[src/rtl/core/awt_pkg.sv]
`timescale 1ns / 1ps

package awt_pkg;

  localparam int WATCH_ENTRIES_DEF = 16;
  localparam int ADDR_W = 16;
  localparam int FUNC_W = 2;

  localparam logic [FUNC_W-1:0] FUNC_INSERT = 2'd0;
  localparam logic [FUNC_W-1:0] FUNC_DELETE = 2'd1;
  localparam logic [FUNC_W-1:0] FUNC_CHECK  = 2'd2;

  typedef enum logic [1:0] {
    ST_IDLE,
    ST_SCAN,
    ST_FINISH
  } state_t;

  // Result handed from the sequencer to the output register
  typedef struct packed {
    logic hit;
    logic status;
  } res_t;

endpackage

[src/rtl/core/awt_ram.sv]
`timescale 1ns / 1ps

module awt_ram #(
  parameter int WIDTH = 16,
  parameter int DEPTH = 16,
  localparam int AW = (DEPTH > 1) ? $clog2(DEPTH) : 1
) (
  input  logic             clk,
  input  logic             we,
  input  logic [AW-1:0]    waddr,
  input  logic [WIDTH-1:0] wdata,
  input  logic             re,
  input  logic [AW-1:0]    raddr,
  output logic [WIDTH-1:0] rdata
);

  logic [WIDTH-1:0] mem [DEPTH];

  always_ff @(posedge clk) begin
    if (we) begin
      mem[waddr] <= wdata;
    end
    if (re) begin
      rdata <= mem[raddr];
    end
  end

endmodule

[src/rtl/core/awt_ctrl.sv]
`timescale 1ns / 1ps

module awt_ctrl #(
  parameter int WATCH_ENTRIES = awt_pkg::WATCH_ENTRIES_DEF,
  localparam int IDX_W = (WATCH_ENTRIES > 1) ? $clog2(WATCH_ENTRIES) : 1
) (
  input  logic                       clk,
  input  logic                       rst,
  input  logic                       in_valid,
  output logic                       in_ready,
  input  logic [awt_pkg::FUNC_W-1:0] func,
  input  logic [awt_pkg::ADDR_W-1:0] addr,
  output logic                       ram_re,
  output logic [IDX_W-1:0]           ram_raddr,
  input  logic [awt_pkg::ADDR_W-1:0] ram_rdata,
  output logic                       ram_we,
  output logic [IDX_W-1:0]           ram_waddr,
  output logic [awt_pkg::ADDR_W-1:0] ram_wdata,
  output logic                       res_valid,
  input  logic                       res_ready,
  output awt_pkg::res_t              res
);

  localparam logic [IDX_W-1:0] LAST_IDX = IDX_W'(WATCH_ENTRIES - 1);

  awt_pkg::state_t state, state_next;

  logic [awt_pkg::FUNC_W-1:0] func_q;
  logic [awt_pkg::ADDR_W-1:0] addr_q;
  logic                       issuing;
  logic [IDX_W-1:0]           rd_idx;
  logic                       cmp_vld;
  logic [IDX_W-1:0]           cmp_idx;
  logic [WATCH_ENTRIES-1:0]   valid;
  logic                       hit_acc;
  logic                       free_found;
  logic [IDX_W-1:0]           free_idx;

  logic accept;
  logic is_insert;
  logic is_delete;
  logic entry_match;
  logic store;

  assign accept      = in_valid && in_ready;
  assign is_insert   = (func_q == awt_pkg::FUNC_INSERT);
  assign is_delete   = (func_q == awt_pkg::FUNC_DELETE);
  assign entry_match = valid[cmp_idx] && (ram_rdata == addr_q);
  assign store       = is_insert && !hit_acc && free_found;

  always_comb begin
    state_next = state;
    unique case (state)
      awt_pkg::ST_IDLE: begin
        if (in_valid) state_next = awt_pkg::ST_SCAN;
      end
      awt_pkg::ST_SCAN: begin
        if (cmp_vld && (cmp_idx == LAST_IDX)) state_next = awt_pkg::ST_FINISH;
      end
      awt_pkg::ST_FINISH: begin
        if (res_ready) state_next = awt_pkg::ST_IDLE;
      end
      default: state_next = awt_pkg::ST_IDLE;
    endcase
  end

  always_comb begin
    in_ready  = (state == awt_pkg::ST_IDLE);
    ram_re    = (state == awt_pkg::ST_SCAN) && issuing;
    res_valid = (state == awt_pkg::ST_FINISH);
  end

  assign ram_raddr  = rd_idx;
  assign ram_we     = res_valid && res_ready && store;
  assign ram_waddr  = free_idx;
  assign ram_wdata  = addr_q;
  assign res.hit    = hit_acc;
  assign res.status = is_insert && !hit_acc && !free_found;

  always_ff @(posedge clk) begin
    if (rst) begin
      state   <= awt_pkg::ST_IDLE;
      issuing <= 1'b0;
      cmp_vld <= 1'b0;
      valid   <= '0;
    end else begin
      state   <= state_next;
      cmp_vld <= ram_re;
      if (accept) begin
        issuing <= 1'b1;
      end else if (ram_re && (rd_idx == LAST_IDX)) begin
        issuing <= 1'b0;
      end
      // delete clears every matching entry as the scan passes it
      if (cmp_vld && entry_match && is_delete) begin
        valid[cmp_idx] <= 1'b0;
      end
      if (ram_we) begin
        valid[free_idx] <= 1'b1;
      end
    end
  end

  always_ff @(posedge clk) begin
    cmp_idx <= rd_idx;
    if (accept) begin
      func_q     <= func;
      addr_q     <= addr;
      rd_idx     <= '0;
      hit_acc    <= 1'b0;
      free_found <= 1'b0;
    end else begin
      if (ram_re) begin
        rd_idx <= rd_idx + IDX_W'(1);
      end
      if (cmp_vld) begin
        if (entry_match) begin
          hit_acc <= 1'b1;
        end
        // lowest free entry wins
        if (!valid[cmp_idx] && !free_found) begin
          free_found <= 1'b1;
          free_idx   <= cmp_idx;
        end
      end
    end
  end

`ifndef SYNTHESIS
  a_store_free: assert property (@(posedge clk) disable iff (rst)
    ram_we |-> !valid[free_idx])
    else $error("insert writes an entry that is already valid");

  a_cmp_in_scan: assert property (@(posedge clk) disable iff (rst)
    cmp_vld |-> (state == awt_pkg::ST_SCAN))
    else $error("compare outside of scan");

  a_accept_scan: assert property (@(posedge clk) disable iff (rst)
    accept |=> (state == awt_pkg::ST_SCAN) && issuing)
    else $error("accepted transaction did not start a scan");

  a_finish_quiet: assert property (@(posedge clk) disable iff (rst)
    res_valid |-> !issuing && !cmp_vld)
    else $error("result offered while scan still running");

  a_full_only_insert: assert property (@(posedge clk) disable iff (rst)
    (res_valid && res.status) |-> (is_insert && !hit_acc))
    else $error("full status on a non-insert or on a hit");
`endif

endmodule

[src/rtl/core/address_watchpoint_table_unit.sv]
`timescale 1ns / 1ps

// Address watchpoint table: a set of up to WATCH_ENTRIES watched 16-bit
// addresses. Input transaction: func (0 insert, 1 delete, 2 or 3 check) and
// addr, on in_valid/in_ready. Output transaction: hit (address was present
// before the operation) and status (1 = insert dropped, table full), on
// out_valid/out_ready. Exactly one result per input.
// Addresses live in a single-port-read RAM; valid bits are flip-flops. Each
// operation scans the RAM one entry per cycle, and a new input is taken
// only once the result of the last one has left the sequencer for the
// output register.
// One result register sits on the output: the next input is accepted while
// a result waits; if out_ready stays low, the following result holds in the
// sequencer and in_ready stays low until the register drains.
// Reset (rst, synchronous) clears all valid bits at once and empties the
// output register; RAM contents are not cleared and need no clearing pass.
module address_watchpoint_table_unit #(
  parameter int WATCH_ENTRIES = awt_pkg::WATCH_ENTRIES_DEF
) (
  input  logic                       clk,
  input  logic                       rst,
  input  logic                       in_valid,
  output logic                       in_ready,
  input  logic [awt_pkg::FUNC_W-1:0] func,
  input  logic [awt_pkg::ADDR_W-1:0] addr,
  output logic                       out_valid,
  input  logic                       out_ready,
  output logic                       hit,
  output logic                       status
);

  localparam int IDX_W = (WATCH_ENTRIES > 1) ? $clog2(WATCH_ENTRIES) : 1;

  logic                       ram_re;
  logic [IDX_W-1:0]           ram_raddr;
  logic [awt_pkg::ADDR_W-1:0] ram_rdata;
  logic                       ram_we;
  logic [IDX_W-1:0]           ram_waddr;
  logic [awt_pkg::ADDR_W-1:0] ram_wdata;
  logic                       res_valid;
  logic                       res_ready;
  awt_pkg::res_t              res;

  awt_ram #(
    .WIDTH (awt_pkg::ADDR_W),
    .DEPTH (WATCH_ENTRIES)
  ) u_ram (
    .clk   (clk),
    .we    (ram_we),
    .waddr (ram_waddr),
    .wdata (ram_wdata),
    .re    (ram_re),
    .raddr (ram_raddr),
    .rdata (ram_rdata)
  );

  awt_ctrl #(
    .WATCH_ENTRIES (WATCH_ENTRIES)
  ) u_ctrl (
    .clk       (clk),
    .rst       (rst),
    .in_valid  (in_valid),
    .in_ready  (in_ready),
    .func      (func),
    .addr      (addr),
    .ram_re    (ram_re),
    .ram_raddr (ram_raddr),
    .ram_rdata (ram_rdata),
    .ram_we    (ram_we),
    .ram_waddr (ram_waddr),
    .ram_wdata (ram_wdata),
    .res_valid (res_valid),
    .res_ready (res_ready),
    .res       (res)
  );

  assign res_ready = !out_valid || out_ready;

  always_ff @(posedge clk) begin
    if (rst) begin
      out_valid <= 1'b0;
    end else if (res_valid && res_ready) begin
      out_valid <= 1'b1;
    end else if (out_ready) begin
      out_valid <= 1'b0;
    end
  end

  always_ff @(posedge clk) begin
    if (res_valid && res_ready) begin
      hit    <= res.hit;
      status <= res.status;
    end
  end

endmodule
[config.mk]
export PLATFORM = sky130hd
export DESIGN_NAME = address_watchpoint_table_unit
export DESIGN_NICKNAME = d
export VERILOG_FILES = /design/src/rtl/core/awt_pkg.sv /design/src/rtl/core/awt_ram.sv /design/src/rtl/core/awt_ctrl.sv /design/src/rtl/core/address_watchpoint_table_unit.sv
export SDC_FILE = /design/constraint.sdc
export NUM_CORES = 1
export LEC_CHECK = 0
export ABC_CLOCK_PERIOD_IN_PS = 3000
export BUFFER_PORTS_ARGS = -buffer_cell sky130_fd_sc_hd__buf_2
export CAP_MARGIN = 0
export CORE_MARGIN = 10
export CORE_UTILIZATION = 56
export CTS_CLUSTER_DIAMETER = 80
export CTS_CLUSTER_SIZE = 12
export DETAILED_ROUTE_END_ITERATION = 16
export GPL_ROUTABILITY_DRIVEN = 1
export MAX_ROUTING_LAYER = met4
export PLACE_DENSITY = 0.79
export SYNTH_ARGS = -nofsm -noshare
export SYNTH_HDL_FRONTEND = slang
export SYNTH_SLANG_ARGS = --single-unit
[constraint.sdc]
create_clock -name clk -period 3 [get_ports clk]
set_input_delay 0.9 -clock clk [delete_from_list [all_inputs] [get_ports clk]]
set_output_delay 0.9 -clock clk [all_outputs]
set_load 0.02 [all_outputs]
==> flow_metrics.tcl <==
set metrics [dict create \
    p_leak_nw 4.44 \
    slew-limit-headroom_pct 35.4 \
    grtUsageMet1_pct 27.8 \
    clk_path_buf_depth 3 \
    reg2reg_to "u_ctrl.ram_waddr[1]$_DFFE_PP_" \
    die_x_um 171 \
    coreArea_mm2 0.0225 \
    drive_gt1_share_pct 28.6 \
    async_flop_share_pct 0 \
    synthTopCellsByArea "edfxtp_1, mux4_2, dfxtp_1, mux4_1, nor2_1" \
    min_from "u_ctrl.hit_acc$_SDFFE_PP0P_" \
    io_buffers 25 \
    grt_pass1_vias 6472 \
    first_pass_iters 5 \
    fp.dieH_um 171 \
    crit_path_end_kind "register" \
    gp_congestion 0.902 \
    synth_edf_count 296 \
    synth_top_area_share_pct 70.0 \
    yosysMostFrequentCell "edfxtp_1" \
    holdPathStages 0 \
    yosysTopAreaCell "edfxtp_1" \
    setup-tns-final_ns 0 \
    grt_max_degree 69 \
    gr-usage-all-layers_pct 20.9 \
    worstSkewPairLatency_ns 0.56 \
    core.rowCount 55 \
    power.density_mw_per_mm2 633 \
    use_met3_pct 4.35 \
    overflow 0 \
    min_period_ns 2.65 \
    vias 6424 \
    met2_usage_pct 32.6 \
    wire_per_inst_um 29.4 \
    worstPathMaxFanout 13 \
    skew_ns 0.0222 \
    root_buffer "clkbuf_16" \
    synth_cell_type_count 47 \
    busiest_layer "met2" \
    drc_errors 0 \
    cts_tree "yes" \
    avgSynthCellArea_um2 21.4 \
    cp.required_ns 3.18 \
    htree_levels 1 \
    status "complete, no violations" \
    num_antenna_cells 0 \
    hold_path.class "register to register" \
    rsz0062_at_grt "false" \
    ios 26 \
    ys.flop_type "edfxtp_1" \
    dieArea_mm2 0.0291 \
    r2r_setup_slack_ns 0.35 \
    synth_common_cells "edfxtp_1, mux4_2, nor2_1, dfxtp_1" \
    cts_resized 0 \
    postCtsSetupBuffers 0 \
    grt_pass1_wl_mm 43.2 \
    drt-total-wl_mm 28.7 \
    p_total_w 0.00903 \
    drt-initial-drc-count 900 \
    synth_cells 593 \
    final_max_slew_viol_count 0 \
    synth_nets 616 \
    min_to "hit$_DFFE_PP_" \
    finalCritPeriodShare_pct 88.3 \
    startpoint_type "register" \
    r2r_start "u_ctrl.cmp_idx[3]$_DFF_P_" \
    numCtsBuffers 31 \
    max_freq_ghz 0.377 \
    reg2reg_depth 5 \
    cts_num_sinks 327 \
    setup_violations 0 \
    finalHoldViolations 0 \
    seq_area_frac_synth_pct 74.9 \
    initial_core_util_pct 56.4 \
    crit_type "register to register" \
    ys_ff_latch 327 \
    vdd_ir_drop_max_mv 0.466 \
    worst_pin_slew_ns 0.968 \
    yosysWarnings 0 \
    area_growth_pct 12.3 \
    path_clk_slew_ns 0.06 \
    syn_area_mm2 0.0127 \
    max-cap-violations 0 \
    via_per_inst 6.60 \
    ctsHoldBuffers 0 \
    ant_nets 0 \
    dp_hpwl_mm 18.2 \
    nets 687 \
    worstPathArrival_ns 2.83 \
    antenna_found_initial 0 \
]
-- metrics by stage --
| step | utilization (%) | instances | instance area (µm²) | setup WS (ns) | hold slack [ns] |
|---|---|---|---|---|---|
| after floorplan | - | 593 | 12700 | 0.0146 | 0.332 |
| after global placement | 59.4 | 916 | 13400 | 0.326 | 0.444 |
| after detailed placement | 59.4 | 916 | 13400 | 0.296 | 0.460 |
| after CTS | 63.3 | 974 | 14300 | 0.372 | 0.478 |
| after global routing | 63.3 | 974 | 14300 | 0.210 | 0.500 |
| final | 63.3 | 974 | 14300 | 0.350 | 0.476 |
-- logic make-up after synthesis --
kind of cell,count (synthesis),synth area share [%]
compound gates,41,2.60
fa+ha+maj,1,0.0986
simple gates,86,3.55
buf+inv,30,1.82
xor+xnor,19,1.31
mux,89,15.7
flops,327,74.9
-- final cells by class --
cell class / instances / area [µm²]
sequential: 327 / 9510
timing repair buffer: 66 / 483
fill: 1443 / 8250
inverter: 2 / 7.51
clock buffer: 56 / 870
multi-input combinational: 236 / 3000
tap: 285 / 357
clock inverter: 2 / 20.0
-- metal layers --
metal,vias to the layer above,share of wire [%]
met5,-,0
met4,0,2.1
met3,44,11
met2,417,49
met1,3351,38
li1,2612,-
-- power breakdown --
part	switching (W)	leakage [nW]	internal [W]	total, W
registers	0.0000411	2.92	0.00500	0.00504
logic	0.000269	1.09	0.000227	0.000496
clock network	0.00155	0.422	0.00194	0.00349
total	0.00186	4.44	0.00717	0.00903
-- worst max path at each step --
stage	slack [ns]	endpoint	start
6_report	0.35	u_ctrl.ram_waddr[1]$_DFFE_PP_	u_ctrl.cmp_idx[3]$_DFF_P_
5_1_grt	0.21	u_ctrl.ram_waddr[2]$_DFFE_PP_	u_ctrl.cmp_idx[3]$_DFF_P_
4_1_cts	0.37	u_ctrl.ram_waddr[2]$_DFFE_PP_	u_ctrl.cmp_idx[3]$_DFF_P_
3_5_place_dp	0.30	u_ram.mem[15][7]$_DFFE_PP_	out_ready
3_3_place_gp	0.33	u_ram.mem[15][3]$_DFFE_PP_	out_ready
2_1_floorplan	0.01	u_ram.mem[12][0]$_DFFE_PP_	out_ready
-- flip-flops by register name, indices dropped and copies added, names as in the netlist, 2 cells and up --
name and cells:
u_ram.mem 256, u_ctrl.ram_waddr 4, u_ctrl.ram_wdata 16, u_ctrl.state 2, u_ctrl.valid 16, u_ram.rdata 16, u_ctrl.func_q 2, u_ctrl.cmp_idx 4
u_ctrl.ram_raddr 4
-- critical path, cell delays in order (launching register included) --
cell and delay (ns):
dfxtp_1 0.74, mux4_2 0.60, o22a_1 0.18, o31ai_1 0.13, nand2_1 0.10, nor3_1 0.53
-- placed cells by master (no fill, tap or decap), types with 2 or more instances in the layout --
cell,instances
nor2_2,13
clkbuf_1,25
buf_2,25
mux4_2,71
o311a_1,8
nand2b_1,11
clkbuf_16,31
xor2_1,6
edfxtp_1,296
a21oi_1,3
buf_12,4
nand2_1,9
xnor2_1,13
o31a_1,7
buf_4,37
nand2_2,3
nor3_1,2
nand4_1,4
nor3_2,5
a31oi_1,5
a41oi_1,2
nand3_1,4
nor2_1,21
o21bai_1,8
dfxtp_1,29
mux2i_1,5
o22a_1,2
nand3b_1,2
o22ai_1,3
nor2b_1,4
mux4_1,13
Note: power is estimated with default switching activity, not from simulation.
